--- config.mk ---
export PLATFORM = sky130hd
export DESIGN_NAME = isu_fifo
export DESIGN_NICKNAME = d
export VERILOG_FILES = /design/src/isu_pkg.sv /design/src/isu_fifo.sv
export SDC_FILE = /design/constraint.sdc
export NUM_CORES = 1
export LEC_CHECK = 0
export BUFFER_PORTS_ARGS = -buffer_cell sky130_fd_sc_hd__buf_2
export CORE_UTILIZATION = 43
export CTS_CLUSTER_SIZE = 24
export DETAILED_ROUTE_END_ITERATION = 10
export HOLD_SLACK_MARGIN = 0.15
export PLACE_DENSITY_LB_ADDON = 0.25
export SLEW_MARGIN = 20
export SYNTH_ARGS = -nofsm -noshare
export SYNTH_HDL_FRONTEND = slang
export SYNTH_SLANG_ARGS = --single-unit
--- constraint.sdc ---
create_clock -name i_clk -period 8.98 [get_ports i_clk]
set_input_delay 1.347 -clock i_clk [delete_from_list [all_inputs] [get_ports i_clk]]
set_output_delay 1.347 -clock i_clk [all_outputs]
set_load 0.02 [all_outputs]
--- src/isu_pkg.sv ---
package isu_pkg;

    // Lattice geometry
    localparam int SIDE   = 64;
    localparam int NSITES = SIDE * SIDE;
    localparam int ROW_W  = $clog2(SIDE);
    localparam int AW     = $clog2(NSITES);

    // Field widths
    localparam int ACT_W     = 2;
    localparam int SITE_W    = 12;
    localparam int RND_W     = 16;
    localparam int THR_W     = 17;
    localparam int MAG_W     = 14;
    localparam int BOND_W    = 15;
    localparam int CFG_IDX_W = 2;

    // Row extraction: row = (site * RECIP) >> RSH, exact for every site below 2**SITE_W
    localparam int RSH    = SITE_W + 8;
    localparam int RECIP  = (2 ** RSH + SIDE - 1) / SIDE;
    localparam int PROD_W = SITE_W + RSH;

    // Action codes
    localparam logic [ACT_W-1:0] ACT_WRITE = 2'd0;
    localparam logic [ACT_W-1:0] ACT_FLIP  = 2'd1;
    localparam logic [ACT_W-1:0] ACT_READ  = 2'd2;

    // Configuration register indexes
    localparam logic [CFG_IDX_W-1:0] CFG_THR_M4 = 2'd0;
    localparam logic [CFG_IDX_W-1:0] CFG_THR_M2 = 2'd1;
    localparam logic [CFG_IDX_W-1:0] CFG_THR_P2 = 2'd2;
    localparam logic [CFG_IDX_W-1:0] CFG_THR_P4 = 2'd3;

    localparam logic [THR_W-1:0] THR_M4_RST = 17'd65536;
    localparam logic [THR_W-1:0] THR_M2_RST = 17'd65536;
    localparam logic [THR_W-1:0] THR_P2_RST = 17'd0;
    localparam logic [THR_W-1:0] THR_P4_RST = 17'd0;

    // Totals after reset: every spin +1, every bond +1
    localparam logic [MAG_W-1:0]  MAG_RST  = MAG_W'(NSITES);
    localparam logic [BOND_W-1:0] BOND_RST = BOND_W'(2 * NSITES);

    // Job kinds handed from the front end to the execution engine
    typedef logic [1:0] t_kind;
    localparam t_kind KIND_NULL  = 2'd0;
    localparam t_kind KIND_WRITE = 2'd1;
    localparam t_kind KIND_FLIP  = 2'd2;
    localparam t_kind KIND_READ  = 2'd3;

    typedef struct packed {
        t_kind             kind;
        logic [AW-1:0]     site;
        logic [AW-1:0]     nb_up;
        logic [AW-1:0]     nb_down;
        logic [AW-1:0]     nb_left;
        logic [AW-1:0]     nb_right;
        logic [RND_W-1:0]  rnd;
        logic              wval;
    } t_job;

    // Job queue
    localparam int FIFO_DEPTH = 2;
    localparam int FPTR_W     = $clog2(FIFO_DEPTH);
    localparam int FCNT_W     = $clog2(FIFO_DEPTH + 1);

endpackage

--- src/isu_fifo.sv ---
module isu_fifo (
    input  logic          i_clk,
    input  logic          i_rst_n,
    input  logic          i_push,
    input  isu_pkg::t_job i_job,
    input  logic          i_pop,
    output isu_pkg::t_job o_head,
    output logic          o_empty,
    output logic          o_full
);
    import isu_pkg::*;

    t_job              r_slot [FIFO_DEPTH];
    logic [FPTR_W-1:0] r_wr_ptr;
    logic [FPTR_W-1:0] r_rd_ptr;
    logic [FCNT_W-1:0] r_cnt;

    assign o_empty = (r_cnt == '0);
    assign o_full  = (r_cnt == FCNT_W'(FIFO_DEPTH));
    assign o_head  = r_slot[r_rd_ptr];

    always_ff @(posedge i_clk) begin
        if (!i_rst_n) begin
            r_wr_ptr <= '0;
            r_rd_ptr <= '0;
            r_cnt    <= '0;
        end else begin
            if (i_push) begin
                r_wr_ptr <= (r_wr_ptr == FPTR_W'(FIFO_DEPTH - 1)) ? '0 : r_wr_ptr + 1'b1;
            end
            if (i_pop) begin
                r_rd_ptr <= (r_rd_ptr == FPTR_W'(FIFO_DEPTH - 1)) ? '0 : r_rd_ptr + 1'b1;
            end
            if (i_push && !i_pop) begin
                r_cnt <= r_cnt + 1'b1;
            end else if (i_pop && !i_push) begin
                r_cnt <= r_cnt - 1'b1;
            end
        end
    end

    always_ff @(posedge i_clk) begin
        if (i_push) begin
            r_slot[r_wr_ptr] <= i_job;
        end
    end

    a_no_push_full: assert property (@(posedge i_clk) disable iff (!i_rst_n)
        o_full |-> !i_push)
        else $error("job pushed into a full queue");
    a_no_pop_empty: assert property (@(posedge i_clk) disable iff (!i_rst_n)
        o_empty |-> !i_pop)
        else $error("job popped from an empty queue");

endmodule

==> results.cfg, run 1 <==
[status]
status = finished clean

[drt]
wl_per_cell_um = 15.8
drtAntennaViolNets = 0
route.met2.wl_um = 5290
drt_iter0_drc = 110
dr_total_vias = 3035
vias_per_cell = 4.79
topRoutingLayerUsed = met4
first_pass_iters = 4
drt-total-wl_um = 10000
route.met3.wl_um = 597
wl_met1_um = 3940
drc = 0

[cts]
root_buffer = clkbuf_16
clock_sinks = 163
cts.clk_slew.worst_paths_ps = 60
cts.path.max_buffers = 2
cts_resized = 0
cts_tree = done
post-cts-setup-buffers = 0
htreeDepth = 4
hold_buffers = 0
clk_latency_ps = 420
cts_buffers = 17

[worst_setup_path]
cp-start-kind = flip-flop
r2r_slack_ps = 6760
cp_max_fo = 46
crit_type = reg -> out
r2r-end = r_slot[0][35]
slowest_delay_ps = 650
cp_slowest_cell = dfxtp_4
r2r_start = r_wr_ptr
cp.required_ps = 7630
worst_ep_arrival_time_ps = 1980
reg2regPathDepth = 2
critPathCaptureType = output pin
path_cells = buf_16 -> mux2_2 -> buf_2

[synth]
synth.net_count = 352
yosysTopAreaCell = edfxtp_1
synth_cells = 268
avgSynthCellArea_um2 = 22.2
synth.top_cell.area_share_pct = 79.7
syn_area_um2 = 5950
synthesis.yosys.warnings = 0
yosys-top-cells-area = edfxtp_1, mux2_2, mux2_4
ys_ff_latch = 163
ys_seq_area_share_pct = 81.4
synthDistinctLibCells = 17

[power]
p_leak_nw = 2.89
pwr-share-clk_pct = 41.3
p_per_area_nw_per_um2 = 243
p_seq_share_pct = 48.2
ir_worst_vdd_uv = 124
p_sw_w = 0.000401
power_frac_comb_pct = 10.5
p_sw_share_pct = 21.6
internal_power_w = 0.00146

[floorplan]
pin_count = 164
die_w_um = 120
rows = 42
dieHeight_um = 120
die-area_um2 = 14300
start_util_pct = 44.6
core_um2 = 13300

[min_path]
hp-class = reg -> reg
hold_end = r_cnt[1]
worstHoldStart = r_cnt[1]
min_path_cells = 2

[global_routing]
grt_use_total_pct = 14.8
globalRouteOverflowTotal = 0
antenna_found_initial = 0
grt_max_degree = 80
grt_pass1_wl_um = 15600
grt_pass1_vias = 3244

[finish]
antennaDiodeCount = 0
drive_gt1_share_pct = 60.8
area_growth_pct = 28.3
final_core_util_pct = 57.2
nNetsFinal = 528

[sta]
grt_setup_unrepaired = false
worst_slew_pin_slew_ps = 1020
setup_viol = 0
finalCritPeriodShare_pct = 37.0
clock.fmax_mhz = 301
hold_viol = 0
drv_slew = 0
max_slew_margin_pct = 31.7
fin_tns_setup_ps = 0
clock_skew_ps = 3.62
finalCriticalPeriod_ps = 3320

[placement]
hpwl_um = 6150
place_congestion = 0.669
io_buffer_count = 163

[run]
cap_violations = 0
[metal layers]
metal	vias up	track usage, %
met1	1512	15.6
met3	19	5.04
met2	97	26.6
li1	1407	-
met4	0	7.03
met5	-	0
[metrics by stage]
step	area (µm²)	hold slack [ps]	instances	setup WS, ps	total power, W
2_1_floorplan	5950	466	268	3620	0.00104
3_3_place_gp	6950	483	599	5540	0.00110
3_5_place_dp	6950	528	599	5520	0.00111
4_1_cts	7590	535	631	5410	0.00187
5_1_grt	7630	586	633	5550	0.00192
6_report	7630	521	633	5660	0.00186
[area by class of cell]
| class | instances | area [µm²] |
|---|---|---|
| Tap cell | 176 | 220 |
| Inverter | 1 | 3.75 |
| Fill cell | 1087 | 5710 |
| Multi-Input combinational cell | 95 | 1050 |
| Clock inverter | 14 | 211 |
| Sequential cell | 163 | 4850 |
| Timing Repair Buffer | 166 | 871 |
| Clock buffer | 18 | 429 |
[worst max-delay path: cells and delay by family (launching register included)]
kind,cells,cell delay [ps]
flops,1,650
buf+inv,2,470
mux,1,400
[power groups by stage]
stage	combinational (W)	clock (W)	sequential [W]
floorplan	0.000132	0	0.000905
global placement	0.000184	0	0.000918
detailed placement	0.000186	0	0.000920
CTS	0.000187	0.000782	0.000904
global route	0.000209	0.000812	0.000899
finish	0.000195	0.000767	0.000895
[layout by cell type (no fill, tap or decap), drive strengths merged]
master,count
or3,1
inv,1
xor2,2
xnor2,1
a21boi,1
clkbuf,18
mux2,79
nor2,1
clkinvlp,4
bufinv,5
clkinv,5
o21a,1
buf,166
o21ai,1
ha,1
nor2b,3
edfxtp,158
dfxtp,5
and2,4
[how the worst max path moves through the flow]
stage / from / to / slack, ps
2_1_floorplan: i_push / r_slot[0][0] / 3620
3_3_place_gp: i_push / r_slot[0][38] / 5540
3_5_place_dp: i_push / r_slot[0][51] / 5520
4_1_cts: flip-flop / o_head[62] / 5410
5_1_grt: flip-flop / o_head[46] / 5550
6_report: flip-flop / o_head[62] / 5660
[sequential cells by signal (all words and copies together), names as in the netlist, named ones only]
signal and count:
r_slot 158, r_cnt 2, r_rd_ptr 1, r_wr_ptr 1
[cells in the mapped netlist, drive strengths merged]
master,instances
edfxtp,158
mux2,79
buf,9
dfxtp,5
and2,4
nor2b,3
xor2,2
a21boi,1
ha,1
inv,1
nor2,1
o21a,1
o21ai,1
or3,1
xnor2,1
[cell families (layout without fill, tap and decap cells)]
family / after synthesis / count (layout) / synth area share, %
XOR/XNOR: 3 / 3 / 0.442
flip-flops: 163 / 163 / 81.4
multiplexers: 79 / 79 / 15.6
buffers and inverters: 10 / 199 / 1.14
AO/OA/AOI/OAI: 3 / 3 / 0.336
AND/OR/NAND/NOR: 9 / 9 / 0.904
adder cells (fa/ha/maj): 1 / 1 / 0.210
No activity file was read; power rests on OpenSTA's default activity.
==> inputs of run 2 (changes only) <==
--- a/config.mk
+++ b/config.mk
@@ -5,6 +5,7 @@
 export SDC_FILE = /design/constraint.sdc
 export NUM_CORES = 1
 export LEC_CHECK = 0
+export ABC_AREA = 1
 export BUFFER_PORTS_ARGS = -buffer_cell sky130_fd_sc_hd__buf_2
 export CORE_UTILIZATION = 43
 export CTS_CLUSTER_SIZE = 24
==> constraint.sdc (replaced) <==
create_clock -name i_clk -period 3.05 [get_ports i_clk]
set_input_delay 0.4575 -clock i_clk [delete_from_list [all_inputs] [get_ports i_clk]]
set_output_delay 0.4575 -clock i_clk [all_outputs]
set_load 0.02 [all_outputs]
==> results.cfg, run 2 <==
[global_routing]
antenna_found_initial = 1
globalRouteOverflowTotal = 0
grt.busiest_layer = met2
grt_use_total_pct = 14.9
grt_util_met1_pct = 17.6
grt_pass1_vias = 3177
met3_usage_pct = 6.13
grt_max_degree = 70
grt_pass1_wl_um = 15600
use_met2_pct = 23.6

[sta]
setup_viol = 0
worst_slew_pin_slew_ps = 928
whs_ps = 232
clock_skew_ps = 2.37
grt_setup_unrepaired = false
hold_viol = 0
fin_tns_setup_ps = 0
finalCriticalPeriod_ps = 2250
max_slew_margin_pct = 38.1
drv_slew = 0
finalCritPeriodShare_pct = 73.8
clock.fmax_mhz = 444

[cts]
cts.path.max_buffers = 2
clock_sinks = 163
htreeDepth = 4
root_buffer = clkbuf_16
post-cts-setup-buffers = 0
cts_tree = done
cts_resized = 0
clk_latency_ps = 410
hold_buffers = 0
cts.clk_slew.worst_paths_ps = 60
cts_buffers = 17

[power]
power_frac_comb_pct = 10.2
p_sw_share_pct = 21.2
internal_power_w = 0.00407
p_sw_w = 0.00109
pwr-share-clk_pct = 39.1
p_leak_nw = 2.90
total_power_w = 0.00517
p_seq_share_pct = 50.8
ir_worst_vdd_uv = 345
p_per_area_nw_per_um2 = 683

[drt]
drtAntennaViolNets = 0
drt_iter0_drc = 121
wl_per_cell_um = 15.7
drc = 0
drt-total-wl_um = 10100
dr_total_vias = 3057
vias_per_cell = 4.72
first_pass_iters = 4

[finish]
top_register = r_slot
top_regs = r_slot: 158 flops, r_cnt: 2 flops
area_growth_pct = 26.9
layout_common_cells = buf_2, edfxtp_1, mux2_2
largest_reg_flops = 158
drive_gt1_share_pct = 58.5
nNetsFinal = 543
fillCellCount = 1092
layout.cells.non_filler = 648
seqCellArea_um2 = 4850
layout_commonest_cell = buf_2
antennaDiodeCount = 0
multiInputGateArea_um2 = 1030

[floorplan]
die_w_um = 120
die-area_um2 = 14300
pin_count = 164
dieHeight_um = 120
core_um2 = 13400
rows = 42
start_util_pct = 44.5

[synth]
synth_top_flop_cell = edfxtp_1
avgSynthCellArea_um2 = 21.2
synth_most_common_cell = edfxtp_1
synth.net_count = 365
yosys-top-cells-area = edfxtp_1, mux2_2, mux2_4
ys_seq_area_share_pct = 81.2
synth.top_cell.area_share_pct = 79.6
synth_edf_count = 158
synthDistinctLibCells = 14
syn_area_um2 = 5960
yosysTopAreaCell = edfxtp_1
synth_cells = 281
ys_ff_latch = 163
synthesis.yosys.warnings = 0
synthTopCellsByCount = edfxtp_1, mux2_2, mux2_4
async_flop_share_pct = 0

[worst_setup_path]
cp.required_ps = 2590
critPathCaptureType = output pin
worst_ep_arrival_time_ps = 1790
cp_max_fo = 26
cp-start-kind = flip-flop
crit_type = reg -> out

[status]
status = finished clean

[placement]
dpl.cell_count = 616
place_congestion = 0.672
hpwl_um = 6600
io_buffer_count = 163

[min_path]
hp-class = in -> reg

[run]
cap_violations = 0
## run 2: cell types whose count changed in the layout (fill, tap and decap cells not counted), moves of 4 or more
cell        previous run  this run
clkinvlp_4             4         0
inv_1                  1         7
nor2_1                 1         8
nand2_1                0         8
clkbuf_1               1         6
## run 2: worst max-delay path: stages (launching register included)
cell and delay, ps:
dfxtp_4 450, buf_4 370, mux2_2 390, buf_2 160
## run 2: cell type report
class	instances	share of cell area, %
well taps	176	2.91
inverters	8	0.413
flip-flops and latches	163	64.1
repair buffers	168	11.4
clock buffers	26	6.46
clock inverters	6	1.06
multi-input cells	101	13.6
## run 2: path summary, 6_finish.rpt
check / start / end / slack [ps] / depth (start not counted)
max: flip-flop / o_head[6] / 800 / 3
min: i_job[48] / r_slot[0][48] / 230 / 1
max reg2reg: r_wr_ptr / r_slot[1][52] / 1200 / 3
min reg2reg: r_rd_ptr / flip-flop / 520 / 2
## run 2: logic make-up (layout without fill, tap and decap cells)
kind of cell    Yosys count  in the layout  synth area share, %
simple gates             19             19                 1.26
fa+ha+maj                 1              1                0.210
flops                   163            163                 81.2
compound gates            2              2                0.168
buf+inv                  17            208                 1.57
mux                      79             79                 15.5
## run 2: routing by layer
metal,up-vias,routed length [µm]
met2,122,4930
li1,1446,-
met4,0,193
met5,-,0
met1,1475,4200
met3,14,820
## run 2: through the flow
| stage | worst slack [ps] | area [µm²] | utilization [%] |
|---|---|---|---|
| after floorplan | 94.4 | 5970 | - |
| after global placement | 1010 | 7000 | 52.2 |
| after detailed placement | 988 | 7000 | 52.2 |
| after CTS | 743 | 7570 | 56.5 |
| after global routing | 681 | 7570 | 56.5 |
| final | 799 | 7570 | 56.5 |
## run 2: power groups by stage
| stage | sequential [W] | combinational, W | clock (W) |
|---|---|---|---|
| after floorplan | 0.00266 | 0.000340 | 0 |
| after global placement | 0.00266 | 0.000524 | 0 |
| after detailed placement | 0.00267 | 0.000533 | 0 |
| after CTS | 0.00263 | 0.000535 | 0.00208 |
| after global routing | 0.00263 | 0.000566 | 0.00217 |
| final | 0.00262 | 0.000525 | 0.00202 |
==> inputs of run 3 (changes only) <==
==> constraint.sdc (replaced) <==
create_clock -name i_clk -period 2.4 [get_ports i_clk]
set_input_delay 0.36 -clock i_clk [delete_from_list [all_inputs] [get_ports i_clk]]
set_output_delay 0.36 -clock i_clk [all_outputs]
set_load 0.02 [all_outputs]
==> results.cfg, run 3 (synthesis results as in run 2) <==
[status]
status = finished clean

[finish]
top_regs = r_slot: 158 flops, r_cnt: 2 flops
design_area_um2 = 8330
layout_commonest_cell = buf_2
area_growth_pct = 39.8
largest_reg_flops = 158
nNetsFinal = 623
layout_common_cells = buf_2, edfxtp_1, dlygate4sd3_1
top_register = r_slot
final_core_util_pct = 62.2
drive_gt1_share_pct = 49.7

[global_routing]
grt_use_total_pct = 16.1
met3_usage_pct = 5.42
use_met2_pct = 26.7
grt_max_degree = 55
grt_util_met1_pct = 19.2
grt_pass1_wl_um = 17000
grt.busiest_layer = met2
antenna_found_initial = 1
grt_pass1_vias = 3488
globalRouteOverflowTotal = 0

[floorplan]
die-area_um2 = 14300
dieHeight_um = 120
core_um2 = 13400
rows = 42
start_util_pct = 44.5
pin_count = 164
die_w_um = 120

[power]
p_sw_share_pct = 21.9
p_seq_share_pct = 51.4
p_per_area_nw_per_um2 = 777
ir_worst_vdd_uv = 451
power_frac_comb_pct = 12.1
p_leak_nw = 3.22
internal_power_w = 0.00506
pwr-share-clk_pct = 36.5
p_sw_w = 0.00142

[sta]
drv_slew = 0
finalCritPeriodShare_pct = 88.8
setup_viol = 0
max_slew_margin_pct = 67.2
hold_viol = 0
fin_tns_setup_ps = 0
grt_setup_unrepaired = false
clock.fmax_mhz = 469
finalCriticalPeriod_ps = 2130
fin_ws_ps = 270
clock_skew_ps = 5.77
worst_slew_pin_slew_ps = 492

[cts]
cts.clk_slew.worst_paths_ps = 50
post-cts-setup-buffers = 0
htreeDepth = 4
clock_sinks = 163
cts.path.max_buffers = 2
cts_buffers = 17
root_buffer = clkbuf_16
clk_latency_ps = 410
cts_tree = done

[placement]
pre_cts_slack_ps = 679
post_dp_cell_area_um2 = 7030
io_buffer_count = 163
place_congestion = 0.716
hpwl_um = 6740

[drt]
dr_total_vias = 3351
drt_iter0_drc = 203
drt-total-wl_um = 11100
wl_per_cell_um = 15.2
first_pass_iters = 4
drc = 0
vias_per_cell = 4.60
drtAntennaViolNets = 0

[min_path]
hp-class = in -> reg
min_path_cells = 3

[worst_setup_path]
reg2regPathDepth = 3
cp.required_ps = 2040
cp_max_fo = 36
worst_ep_arrival_time_ps = 1770
crit_type = reg -> out
critPathCaptureType = output pin
cp-start-kind = flip-flop

[run]
cap_violations = 0
-- run 3: changes by cell type in the layout (fill, tap and decap cells not counted), sizes merged --
cell	previous run	this run
clkbuf	26	23
clkinv	5	8
bufinv	2	1
buf	168	169
diode	0	1
dlygate4sd3	0	79
-- run 3: worst max-delay path: stages, from the launching register on --
cell and delay (ps):
dfxtp_4 350, buf_4 430, mux2_2 410, buf_2 160
-- run 3: per-stage QoR --
stage | hold WS [ps] | total power [W] | std cells
3_5_place_dp | 486 | 0.00408 | 617
6_report | 217 | 0.00648 | 728
5_1_grt | 216 | 0.00671 | 728
2_1_floorplan | 459 | 0.00382 | 281
3_3_place_gp | 476 | 0.00406 | 617
4_1_cts | 196 | 0.00655 | 727
-- run 3: timing repair --
| item | CTS | global route |
|---|---|---|
| gates resized for setup | 0 | 0 |
| endpoints found under the hold margin | 158 | 0 |
| hold buffers | 79 | 0 |
-- run 3: layer usage --
metal,part of all wire [%],routed length (µm)
met1,42,4680
met2,50,5510
met3,6.3,702
met4,1.7,187
met5,0,0
-- run 3: area by class of cell --
type                    count  area (µm²)
diodes                      1        2.50
clock buffers              23         448
clock inverters             8        62.6
fillers                  1032        5070
inverters                   8        31.3
multi-input cells         101        1030
flip-flops and latches    163        4850
well taps                 176         220
repair buffers            248        1690
-- run 3: worst paths after layout --
check,from,to,slack [ps]
worst max-delay path,flip-flop,o_head[15],270
worst min-delay path,i_rst_n,r_wr_ptr,220
worst max register to register,r_wr_ptr,r_slot[1][25],920
worst min register to register,r_rd_ptr,flip-flop,500
-- run 3: power by group through the flow --
stage          Sequential [W]  Combinational [W]  Clock, W
2_1_floorplan         0.00338           0.000433         0
3_3_place_gp          0.00338           0.000680         0
3_5_place_dp          0.00339           0.000692         0
4_1_cts               0.00333           0.000797   0.00243
5_1_grt               0.00334           0.000843   0.00253
6_report              0.00333           0.000784   0.00236
