File: config.mk
export PLATFORM = sky130hd
export DESIGN_NAME = isu_front_flat
export DESIGN_NICKNAME = d
export VERILOG_FILES = /design/src/isu_pkg.sv /design/src/isu_in_if.sv /design/src/isu_front.sv /design/src/flat_wrapper.sv
export SDC_FILE = /design/constraint.sdc
export NUM_CORES = 1
export LEC_CHECK = 0
export BUFFER_PORTS_ARGS = -buffer_cell sky130_fd_sc_hd__buf_2
export CORE_ASPECT_RATIO = 0.8
export CORE_UTILIZATION = 40
export CTS_BUF_LIST = sky130_fd_sc_hd__clkbuf_2
export DETAILED_ROUTE_END_ITERATION = 16
export PLACE_DENSITY_LB_ADDON = 0.1
export SYNTH_ARGS = -nofsm -noshare
export SYNTH_HDL_FRONTEND = slang
export SYNTH_SLANG_ARGS = --single-unit
File: constraint.sdc
create_clock -name i_clk -period 7.5 [get_ports i_clk]
set_clock_uncertainty 0.05 [all_clocks]
set_input_delay 1.5 -clock i_clk [delete_from_list [all_inputs] [get_ports i_clk]]
set_output_delay 1.5 -clock i_clk [all_outputs]
set_load 0.02 [all_outputs]
File: src/isu_pkg.sv
package isu_pkg;

    // Lattice geometry
    localparam int SIDE   = 64;
    localparam int NSITES = SIDE * SIDE;
    localparam int ROW_W  = $clog2(SIDE);
    localparam int AW     = $clog2(NSITES);

    // Field widths
    localparam int ACT_W     = 2;
    localparam int SITE_W    = 12;
    localparam int RND_W     = 16;
    localparam int THR_W     = 17;
    localparam int MAG_W     = 14;
    localparam int BOND_W    = 15;
    localparam int CFG_IDX_W = 2;

    // Row extraction: row = (site * RECIP) >> RSH, exact for every site below 2**SITE_W
    localparam int RSH    = SITE_W + 8;
    localparam int RECIP  = (2 ** RSH + SIDE - 1) / SIDE;
    localparam int PROD_W = SITE_W + RSH;

    // Action codes
    localparam logic [ACT_W-1:0] ACT_WRITE = 2'd0;
    localparam logic [ACT_W-1:0] ACT_FLIP  = 2'd1;
    localparam logic [ACT_W-1:0] ACT_READ  = 2'd2;

    // Configuration register indexes
    localparam logic [CFG_IDX_W-1:0] CFG_THR_M4 = 2'd0;
    localparam logic [CFG_IDX_W-1:0] CFG_THR_M2 = 2'd1;
    localparam logic [CFG_IDX_W-1:0] CFG_THR_P2 = 2'd2;
    localparam logic [CFG_IDX_W-1:0] CFG_THR_P4 = 2'd3;

    localparam logic [THR_W-1:0] THR_M4_RST = 17'd65536;
    localparam logic [THR_W-1:0] THR_M2_RST = 17'd65536;
    localparam logic [THR_W-1:0] THR_P2_RST = 17'd0;
    localparam logic [THR_W-1:0] THR_P4_RST = 17'd0;

    // Totals after reset: every spin +1, every bond +1
    localparam logic [MAG_W-1:0]  MAG_RST  = MAG_W'(NSITES);
    localparam logic [BOND_W-1:0] BOND_RST = BOND_W'(2 * NSITES);

    // Job kinds handed from the front end to the execution engine
    typedef logic [1:0] t_kind;
    localparam t_kind KIND_NULL  = 2'd0;
    localparam t_kind KIND_WRITE = 2'd1;
    localparam t_kind KIND_FLIP  = 2'd2;
    localparam t_kind KIND_READ  = 2'd3;

    typedef struct packed {
        t_kind             kind;
        logic [AW-1:0]     site;
        logic [AW-1:0]     nb_up;
        logic [AW-1:0]     nb_down;
        logic [AW-1:0]     nb_left;
        logic [AW-1:0]     nb_right;
        logic [RND_W-1:0]  rnd;
        logic              wval;
    } t_job;

    // Job queue
    localparam int FIFO_DEPTH = 2;
    localparam int FPTR_W     = $clog2(FIFO_DEPTH);
    localparam int FCNT_W     = $clog2(FIFO_DEPTH + 1);

endpackage

File: src/isu_in_if.sv
interface isu_in_if;
    import isu_pkg::*;

    logic              valid;
    logic              ready;
    logic [ACT_W-1:0]  action;
    logic [SITE_W-1:0] site;
    logic [RND_W-1:0]  random_fraction;
    logic              spin_value;

    modport source (output valid, action, site, random_fraction, spin_value, input ready);
    modport sink   (input valid, action, site, random_fraction, spin_value, output ready);
endinterface

File: src/isu_front.sv
module isu_front (
    input  logic          i_clk,
    input  logic          i_rst_n,
    input  logic          i_hold,
    isu_in_if.sink        i_in,
    input  logic          i_full,
    output logic          o_push,
    output isu_pkg::t_job o_job
);
    import isu_pkg::*;

    logic              r_v;
    logic [ACT_W-1:0]  r_action;
    logic [SITE_W-1:0] r_site;
    logic [RND_W-1:0]  r_rnd;
    logic              r_wval;
    logic [ROW_W-1:0]  r_row;

    logic              accept;
    logic [PROD_W-1:0] row_prod;
    logic [AW-1:0]     site_a;
    logic [AW-1:0]     row_base;
    logic [AW-1:0]     col_full;
    logic [ROW_W-1:0]  col;
    logic              site_ok;

    assign i_in.ready = !i_hold && (!r_v || !i_full);
    assign accept     = i_in.valid && i_in.ready;
    assign o_push     = r_v && !i_full;

    // Row number taken by a reciprocal multiply on the way in.
    assign row_prod = PROD_W'(i_in.site) * PROD_W'(RECIP);

    always_ff @(posedge i_clk) begin
        if (!i_rst_n) begin
            r_v <= 1'b0;
        end else if (accept) begin
            r_v <= 1'b1;
        end else if (o_push) begin
            r_v <= 1'b0;
        end
    end

    always_ff @(posedge i_clk) begin
        if (accept) begin
            r_action <= i_in.action;
            r_site   <= i_in.site;
            r_rnd    <= i_in.random_fraction;
            r_wval   <= i_in.spin_value;
            r_row    <= row_prod[RSH +: ROW_W];
        end
    end

    assign site_a   = AW'(r_site);
    assign row_base = AW'(32'(r_row) * SIDE);
    assign col_full = site_a - row_base;
    assign col      = col_full[ROW_W-1:0];
    assign site_ok  = 32'(r_site) < NSITES;

    always_comb begin
        o_job      = '0;
        o_job.site = site_a;
        o_job.rnd  = r_rnd;
        o_job.wval = r_wval;

        o_job.nb_right = (col == ROW_W'(SIDE - 1)) ? site_a - AW'(SIDE - 1) : site_a + AW'(1);
        o_job.nb_left  = (col == '0) ? site_a + AW'(SIDE - 1) : site_a - AW'(1);
        o_job.nb_down  = (r_row == ROW_W'(SIDE - 1)) ? site_a - AW'(NSITES - SIDE)
                                                      : site_a + AW'(SIDE);
        o_job.nb_up    = (r_row == '0) ? site_a + AW'(NSITES - SIDE) : site_a - AW'(SIDE);

        if (!site_ok) begin
            o_job.kind = KIND_NULL;
        end else begin
            unique case (r_action)
                ACT_WRITE: o_job.kind = KIND_WRITE;
                ACT_FLIP:  o_job.kind = KIND_FLIP;
                default:   o_job.kind = KIND_READ;
            endcase
        end
    end

endmodule

File: src/flat_wrapper.sv
// flat-port wrapper written by rule: the top's interface ports become plain ports
module isu_front_flat import isu_pkg::*;
  (i_clk, i_rst_n, i_hold, i_full, o_push, o_job, i_in_valid, i_in_action, i_in_site, i_in_random_fraction, i_in_spin_value, i_in_ready);
  isu_in_if i_in_i ();
  input  logic i_clk;
  input  logic i_rst_n;
  input  logic i_hold;
  input  logic i_full;
  output logic o_push;
  output isu_pkg::t_job o_job;
  input wire logic [$bits(i_in_i.valid)-1:0] i_in_valid;
  input wire logic [$bits(i_in_i.action)-1:0] i_in_action;
  input wire logic [$bits(i_in_i.site)-1:0] i_in_site;
  input wire logic [$bits(i_in_i.random_fraction)-1:0] i_in_random_fraction;
  input wire logic [$bits(i_in_i.spin_value)-1:0] i_in_spin_value;
  output wire logic [$bits(i_in_i.ready)-1:0] i_in_ready;
  assign i_in_i.valid = i_in_valid;
  assign i_in_i.action = i_in_action;
  assign i_in_i.site = i_in_site;
  assign i_in_i.random_fraction = i_in_random_fraction;
  assign i_in_i.spin_value = i_in_spin_value;
  assign i_in_ready = i_in_i.ready;
  isu_front u_core (.i_clk(i_clk), .i_rst_n(i_rst_n), .i_hold(i_hold), .i_in(i_in_i), .i_full(i_full), .o_push(o_push), .o_job(o_job));
endmodule
==> flow_summary.ini, run 1 <==
[sta]
slew_headroom = 0.714
drv_slew = 0
post-route-period-util = 0.608
setup_tns_ns = 0
clock.fmax_mhz = 219
worstMarginPinSlew_ns = 0.428
rsz0062_at_grt = false
finalSetupViolCount = 0
min_period_ns = 4.56
hold_viol_final = 0

[floorplanning]
num_rows = 21
fp.dieW_um = 78.2
die_y_um = 62.9
io-pin-count = 117
dieArea_sq_um = 4920
start_util = 0.431
core-area_sq_um = 4310

[global_routing]
grt.overflow.total = 0
grt_antenna_before_repair = 0
first_global_vias = 1270
grt_max_degree = 33
grt_use_total = 0.162
grt_pass1_wl_mm = 6.01

[worst_hold_path]
hp-class = flop to flop
hold_path_depth = 2
hold_start = u_core.r_v$_SDFFE_PN0P_
hold_path_end = u_core.r_v$_SDFFE_PN0P_

[clock_tree]
worstSkewPairLatency_ns = 0.34
cts_buffer_depth = 2
tritoncts = yes
cts_resized = 0
htreeDepth = 2
cts.sinks = 32
clk_pin_slew_ns = 0.14
ctsRootBufferMaster = clkbuf_2
post_cts_buffers = 0
numCtsBuffers = 5
hold_buffers = 0

[synthesis]
synth.top_cells.by_count = edfxtp_1 (31), buf_4 (16), xnor2_1 (14)
synth.top_cell.area_share = 0.501
syn_nets = 206
synth_top_area_cell = edfxtp_1
ys_seq_elements = 32
yosysWarningCount = 0
synth_enable_flop_cells = 31
yosysSeqAreaShare = 0.512
avgSynthCellArea_sq_um = 11.6
syn_inst = 160
netlist_area_sq_um = 1860
synth_most_common_cell = edfxtp_1
async_flop_share = 0
synthTopCellsByArea = edfxtp_1 (50%), ha_1 (6.7%), xnor2_1 (6.6%)
yosysUniqueCellTypes = 33
ys.flop_type = edfxtp_1

[setup_path]
crit_path_top_delay_cell = edfxtp_1
reg2reg_slack_ns = 6.14
rr_endpoint = u_core.r_rnd[15]$_DFFE_PP_
regToRegStartpoint = u_core.r_v$_SDFFE_PN0P_
cp-start-kind = flop
worst_ep_required_time_ns = 5.95
reg2reg_depth = 3
end_kind = output pin
path_cells = nor4_4 -> nand2_1 -> ha_1 -> a21o_1 -> or4_1 -> o211ai_1 -> buf_2
criticalPathCategory = flop to output pin
crit_buf_inv = 1
cp_top_family = simple AND/OR/NAND/NOR gates
worstPathMaxFanout = 10
arrival_ns = 3.01
critPathMaxStageDelay_ns = 0.58

[cells_and_area]
multiInputGateArea_sq_um = 718
final_util = 0.555
layout.nets = 307
fin_cells = 319
seq_area_sq_um = 951
syn2layout_area_growth_pct = 28.7
nFillCells = 399
drive_above_1_share = 0.500
antenna_cells = 0

[routing]
wl_per_cell_um = 12.3
finalWirelength_mm = 3.92
vias = 1485
ant_nets = 0
drc = 0
drt_iter0_drc = 62
vias_per_cell = 4.66
firstDrtPassIters = 4

[power]
clock_power_share = 0.202
power_leakage_nw = 1.09
ir_drop_v = 0.0000938
sw_frac_of_total = 0.303
power_frac_seq = 0.564
p_sw_uw = 115
power_density_nw_per_um2 = 159
combinationalPowerShare = 0.234
p_int_uw = 264

[placed_design]
gp_congestion = 0.814
dp.cells = 311
io_buffers = 116
dp_hpwl_mm = 3.01

[run_status]
status = finished, final reports clean

[run]
cap_viol_max_count = 0
cell type report:
cell class                      count  area share
Clock buffer                        7      0.0147
Tap cell                           57      0.0298
Inverter                            6     0.00942
Sequential cell                    32       0.398
Timing Repair Buffer              117       0.246
Multi-Input combinational cell     99       0.301
Clock inverter                      1     0.00157
cell families (layout without fill, tap and decap cells):
| group | Yosys count | count (layout) | synth area share |
|---|---|---|---|
| AO/OA/AOI/OAI | 16 | 16 | 0.0606 |
| XOR/XNOR | 24 | 24 | 0.113 |
| adder cells (fa/ha/maj) | 10 | 10 | 0.0674 |
| buffers and inverters | 29 | 131 | 0.101 |
| flip-flops | 32 | 32 | 0.512 |
| AND/OR/NAND/NOR | 49 | 49 | 0.146 |
worst max-delay path by stage:
stage | startpoint | end | slack (ns) | cells past startpoint
2_1_floorplan | u_core.r_site[0]$_DFFE_PP_ | o_job[39] | 3.40 | 7
3_3_place_gp | u_core.r_site[3]$_DFFE_PP_ | o_job[39] | 3.39 | 7
3_5_place_dp | u_core.r_site[3]$_DFFE_PP_ | o_job[39] | 3.32 | 7
4_1_cts | u_core.r_site[3]$_DFFE_PP_ | o_job[39] | 2.90 | 7
5_1_grt | u_core.r_site[3]$_DFFE_PP_ | o_job[40] | 2.67 | 8
6_report | u_core.r_site[3]$_DFFE_PP_ | o_job[39] | 2.94 | 7
registers in the layout, summed over array words and instances, names as in the netlist:
register,flops
u_core.r_rnd,16
u_core.r_site,12
u_core.r_action,2
u_core.r_v,1
u_core.r_wval,1
metal layers:
| metal | part of all wire | global-route usage |
|---|---|---|
| met1 | 0.44 | 0.201 |
| met2 | 0.48 | 0.264 |
| met3 | 0.076 | 0.0584 |
| met4 | 0 | 0.0486 |
| met5 | 0 | 0 |
power by group through the flow:
stage | Combinational (mW) | Sequential, mW | Clock (mW)
6_report | 0.0886 | 0.214 | 0.0766
5_1_grt | 0.0953 | 0.215 | 0.0914
4_1_cts | 0.0896 | 0.214 | 0.0819
3_5_place_dp | 0.0891 | 0.218 | 0
3_3_place_gp | 0.0894 | 0.218 | 0
2_1_floorplan | 0.0555 | 0.223 | 0
cell usage in the layout (no fill, tap or decap), types with 2 or more instances in the layout:
cell      netlist  routed
a21o_1          2       2
a21oi_1         4       4
buf_2           1     116
clkbuf_2        0       7
edfxtp_1       31      31
ha_1           10      10
inv_1           6       6
nand2_1         9       9
nand2b_1        3       3
nand3_1         5       5
nand3b_1        3       3
nor2_1         10      10
nor2b_1         2       2
nor3_1          8       8
nor4_1          2       2
o211ai_1        2       2
o21ai_0         4       4
or2_2           2       2
xnor2_1        14      14
xor2_1         10      10
metrics by stage:
stage                     hold slack (ns)  setup slack (ns)  total power [mW]  instance area, sq um
after floorplan                     0.443              3.40             0.278                  1860
after global placement              0.472              3.39             0.307                  2350
after detailed placement            0.469              3.32             0.307                  2350
after CTS                           0.493              2.90             0.386                  2390
after global routing                0.545              2.67             0.402                  2390
final                               0.494              2.94             0.379                  2390
worst register-to-register path: stages (launching register included):
cell	delay, ns
dfxtp_1	0.35
a21oi_1	0.14
and2_1	0.14
buf_4	0.35
(Power assumes the default switching activity.)
==> inputs of run 2 (changes only) <==
- ABC_AREA: not set -> 1
- clock period: 7.5 -> 4 ns (I/O delays scaled with it)
==> run 2 against run 1 <==
Against the previous run: first-iteration DRC count stayed put; synthesized cell count is 29% higher; core utilization is 0.49 points lower.
==> flow_summary.ini, run 2 <==
[run_status]
status = finished, final reports clean

[power]
p_sw_uw = 227
power_leakage_nw = 1.28
p_int_uw = 495
clock_power_share = 0.203
combinationalPowerShare = 0.244
sw_frac_of_total = 0.314
power_frac_seq = 0.553
ir_drop_v = 0.000248
power_density_nw_per_um2 = 281
finalPower_uw = 722

[cells_and_area]
syn2layout_area_growth_pct = 29.0
seq_area_sq_um = 951
largest_reg_flops = 16
top_register = u_core.r_rnd
multiInputGateArea_sq_um = 822
final_cell_area_sq_um = 2570
nFillCells = 457
final_cell_mix = buf_2 (116), nand2_1 (38), edfxtp_1 (31)
fin_cells = 372
final_common_cell = buf_2
drive_above_1_share = 0.446
top_regs = u_core.r_rnd (16), u_core.r_site (12), u_core.r_action (2)
final_util = 0.550
layout.nets = 357
antenna_cells = 0

[global_routing]
grtUsageMet1 = 0.216
grt_antenna_before_repair = 0
use_met3 = 0.0625
grt_pass1_wl_mm = 6.96
grt.overflow.total = 0
grt_busiest_layer = met2
use_met2 = 0.284
grt_use_total = 0.175
grt_max_degree = 23
first_global_vias = 1575

[floorplanning]
start_util = 0.426
io-pin-count = 117
dieArea_sq_um = 5270
fp.dieW_um = 80.9
num_rows = 22
core-area_sq_um = 4680
die_y_um = 65.2

[sta]
setup_tns_ns = 0
slew_headroom = 0.451
clock.fmax_mhz = 272
hold-worst-slack_ns = 0.560
hold_viol_final = 0
min_period_ns = 3.68
setup_ws_ns = 0.321
drv_slew = 0
finalSetupViolCount = 0
post-route-period-util = 0.920
worstMarginPinSlew_ns = 0.820
rsz0062_at_grt = false

[routing]
drc = 0
drt_iter0_drc = 62
firstDrtPassIters = 4
vias_per_cell = 4.51
wl_per_cell_um = 11.8
ant_nets = 0
finalWirelength_mm = 4.40
vias = 1676

[setup_path]
cp_top_family = simple AND/OR/NAND/NOR gates
cp_common_cell = nand2_1
end_kind = output pin
path_cells = inv_1 -> ha_1 -> nand2_1 -> nor2_4 -> inv_1 -> ha_1 -> nand2_1 -> o21ai_1 -> a21oi_1 -> or2_1 -> nand2_1 -> nand2_1 -> nand2_1 -> buf_2
worst_ep_required_time_ns = 3.15
critPathMaxStageDelay_ns = 0.52
arrival_ns = 2.83
crit_buf_inv = 3
criticalPathCategory = flop to output pin
worstPathMaxFanout = 7
cp-start-kind = flop
crit_path_top_delay_cell = edfxtp_1

[synthesis]
yosysUniqueCellTypes = 31
synthTopCellsByArea = edfxtp_1 (47%), xor2_1 (9.2%), nand2_1 (7.2%)
syn_nets = 252
yosysSeqAreaShare = 0.477
synth.top_cells.by_count = nand2_1 (38), edfxtp_1 (31), inv_1 (22), xor2_1 (21)
ys_seq_elements = 32
ys.flop_type = edfxtp_1
avgSynthCellArea_sq_um = 9.68
yosysWarningCount = 0
synth_top_area_cell = edfxtp_1
synth_most_common_cell = nand2_1
syn_inst = 206
synth.top_cell.area_share = 0.467
async_flop_share = 0
synth_enable_flop_cells = 31
netlist_area_sq_um = 1990

[clock_tree]
cts.sinks = 32
tritoncts = yes
worstSkewPairLatency_ns = 0.34
clk_pin_slew_ns = 0.15
htreeDepth = 2
numCtsBuffers = 5
ctsRootBufferMaster = clkbuf_2
cts_buffer_depth = 2

[worst_hold_path]
hp-class = primary input to flop

[placed_design]
dp.cells = 363
io_buffers = 116
gp_congestion = 0.795
dpl_worst_slack_ns = 0.698
dp_hpwl_mm = 3.47
post_dp_cell_area_sq_um = 2530

[run]
cap_viol_max_count = 0
==> run 2: cell count changes after synthesis, sizes merged, moves of 3 or more <==
cell	before	now
nor2	10	22
nand3	5	12
o21ai	4	7
xnor2	14	3
inv	6	23
nand2b	3	0
nand2	9	40
xor2	10	21
nor3	8	1
nor4	3	0
==> run 2: layout make-up <==
cell class | count | share of cell area
Multi-Input combinational cell | 130 | 0.320
Clock inverter | 1 | 0.00146
Tap cell | 60 | 0.0292
Timing Repair Buffer | 118 | 0.232
Inverter | 24 | 0.0350
Sequential cell | 32 | 0.370
Clock buffer | 7 | 0.0136
==> run 2: logic make-up (layout without fill, tap and decap cells) <==
kind of cell    count (synthesis)  after routing  share of synthesized area
compound gates                 17             17                     0.0502
fa+ha+maj                      10             10                     0.0627
simple gates                   79             79                      0.191
flops                          32             32                      0.477
xor+xnor                       24             24                      0.105
buf+inv                        44            150                      0.114
==> run 2: worst paths after layout <==
check | from | end | slack [ns] | cells after the start
max reg2reg | u_core.r_v$_SDFFE_PN0P_ | u_core.r_rnd[7]$_DFFE_PP_ | 2.11 | 4
max | u_core.r_site[1]$_DFFE_PP_ | o_job[38] | 0.32 | 14
min reg2reg | u_core.r_v$_SDFFE_PN0P_ | u_core.r_v$_SDFFE_PN0P_ | 0.60 | 4
min | i_in_site[11] | u_core.r_site[11]$_DFFE_PP_ | 0.56 | 1
==> run 2: per-layer routing <==
layer / up-vias / wire length (um)
met5: - / 0
met3: 4 / 390
met1: 746 / 1940
li1: 861 / -
met2: 65 / 2030
met4: 0 / 40
==> run 2: worst register-to-register path, delay by kind of cell, from the launching register on <==
kind          cells  cell delay (ns)
flops             1             0.34
buf+inv           2             0.48
simple gates      2             0.72
==> run 2: what timing repair did <==
item	CTS	global route
setup buffers	0	1
endpoints found under the setup margin	0	1
gates resized for setup	0	0
hold buffers	0	0
==> run 2: power by group through the flow <==
stage	clock network [mW]	logic (mW)	registers, mW
detailed placement	0	0.177	0.407
finish	0.147	0.176	0.399
global route	0.169	0.192	0.401
CTS	0.156	0.177	0.400
global placement	0	0.176	0.406
floorplan	0	0.106	0.419
==> inputs of run 3 (changes only) <==
==> constraint.sdc (replaced) <==
create_clock -name i_clk -period 4 [get_ports i_clk]
set_clock_uncertainty 0.05 [all_clocks]
set_input_delay 0.2 -clock i_clk [delete_from_list [all_inputs] [get_ports i_clk]]
set_output_delay 0.2 -clock i_clk [all_outputs]
set_load 0.02 [all_outputs]
==> run 3 against run 2 <==
Against the previous run: core utilization rose by 6.7 points; count of clock-buffer cells in the layout did not move; routed wire length rose by 10%; worst setup slack improved by 0.56 ns; final cell count rose by 8.3%; design area rose by 12%; maximum frequency rose by 18%; sequential cell count did not move; register-to-register slack got worse by 0.05 ns; highest routed layer unchanged.
==> flow_summary.ini, run 3 (synthesis gave the netlist of run 2 again) <==
[sta]
post-route-period-util = 0.781
drv_slew = 0
min_period_ns = 3.12
rsz0062_at_grt = false
worstMarginPinSlew_ns = 0.850
slew_headroom = 0.431
clock.fmax_mhz = 320
hold_viol_final = 0
finalSetupViolCount = 0
setup_tns_ns = 0

[routing]
vias = 1788
wl_per_cell_um = 12.0
vias_per_cell = 4.44
drt_iter0_drc = 66
drc = 0
firstDrtPassIters = 4
ant_nets = 0
finalWirelength_mm = 4.84

[power]
power_density_nw_per_um2 = 260
power_leakage_nw = 1.41
ir_drop_v = 0.000218

[clock_tree]
tritoncts = yes
cts_buffer_depth = 2
htreeDepth = 2
hold_buffers = 32
numCtsBuffers = 5
worstSkewPairLatency_ns = 0.35
cts.sinks = 32
clk_pin_slew_ns = 0.15
cts_resized = 0
ctsRootBufferMaster = clkbuf_2
post_cts_buffers = 0

[cells_and_area]
largest_reg_flops = 16
nFillCells = 409
top_regs = u_core.r_rnd (16), u_core.r_site (12), u_core.r_action (2)
syn2layout_area_growth_pct = 44.7
top_register = u_core.r_rnd
antenna_cells = 0
layout.nets = 388
final_common_cell = buf_2
drive_above_1_share = 0.402
final_util = 0.617
final_cell_mix = buf_2 (116), nand2_1 (38), dlygate4sd3_1 (32)

[global_routing]
grt_antenna_before_repair = 0
grt_use_total = 0.191
grt.overflow.total = 0
first_global_vias = 1699
grt_pass1_wl_mm = 7.54
grt_max_degree = 23

[floorplanning]
num_rows = 22
die_y_um = 65.2
io-pin-count = 117
fp.dieW_um = 80.9
start_util = 0.426
core-area_sq_um = 4680
dieArea_sq_um = 5270

[setup_path]
worstPathMaxFanout = 6
arrival_ns = 2.87
cp_common_cell = nand2_1
path_cells = inv_1 -> ha_1 -> nand2_1 -> nor2_4 -> inv_1 -> ha_1 -> nand2_1 -> o21ai_1 -> a21oi_1 -> or2_1 -> nand2_1 -> nand2_1 -> nand2_1 -> buf_2
path_depth = 14
critPathMaxStageDelay_ns = 0.47
worst_ep_required_time_ns = 3.75
end_kind = output pin
cp-start-kind = flop
crit_buf_inv = 3
reg2reg_depth = 4
crit_path_top_delay_cell = edfxtp_1
reg2reg_slack_ns = 2.06
criticalPathCategory = flop to output pin
cp_top_family = simple AND/OR/NAND/NOR gates

[placed_design]
io_buffers = 116
dp_hpwl_mm = 3.46
gp_congestion = 0.795

[worst_hold_path]
hp-class = primary input to flop
hold_path_depth = 5

[run_status]
status = finished, final reports clean

[run]
cap_viol_max_count = 0
-- run 3: cell types whose count changed in the layout (fill, tap and decap cells not counted), sizes merged --
cell and change:
dlygate4sd3 +32, buf -1
-- run 3: routing by layer --
layer,routed length (um),vias to the layer above,GRT usage
met3,363,6,0.0639
li1,-,924,-
met4,55,0,0.0692
met5,0,-,0
met2,2320,65,0.319
met1,2110,793,0.226
-- run 3: cell type report --
type / count / area, sq um / share of cell area
sequential: 32 / 951 / 0.330
multi-input combinational: 130 / 822 / 0.285
timing repair buffer: 149 / 908 / 0.315
inverter: 24 / 90.1 / 0.0312
clock buffer: 7 / 35.0 / 0.0121
tap: 60 / 75.1 / 0.0260
clock inverter: 1 / 3.75 / 0.00130
-- run 3: report_power, final --
group | switching, mW | leakage [nW] | internal (mW) | total (mW)
clock | 0.102 | 0.0306 | 0.0468 | 0.149
sequential | 0.0142 | 0.298 | 0.385 | 0.399
combinational | 0.118 | 1.08 | 0.0830 | 0.201
total | 0.234 | 1.41 | 0.515 | 0.749
-- run 3: worst paths after layout --
path | to | start
worst max-delay path | o_job[38] | u_core.r_site[0]$_DFFE_PP_
worst min-delay path | u_core.r_v$_SDFFE_PN0P_ | i_full
worst max register to register | u_core.r_site[9]$_DFFE_PP_ | u_core.r_v$_SDFFE_PN0P_
worst min register to register | u_core.r_v$_SDFFE_PN0P_ | u_core.r_v$_SDFFE_PN0P_
-- run 3: stage by stage --
stage          cell area [sq um]  cells  worst slack (ns)  hold slack, ns  power (mW)
2_1_floorplan               1990    206             0.743           0.249       0.525
3_3_place_gp                2530    363              1.37           0.326       0.582
3_5_place_dp                2530    363              1.28           0.328       0.583
4_1_cts                     2890    403             0.846           0.152       0.753
5_1_grt                     2890    403             0.571           0.171       0.785
6_report                    2890    403             0.878           0.171       0.749
-- run 3: worst min-delay path, cell delays in order --
cell	delay, ns
buf_2	0.09
nand2_1	0.05
inv_1	0.09
o21ai_0	0.09
inv_1	0.05
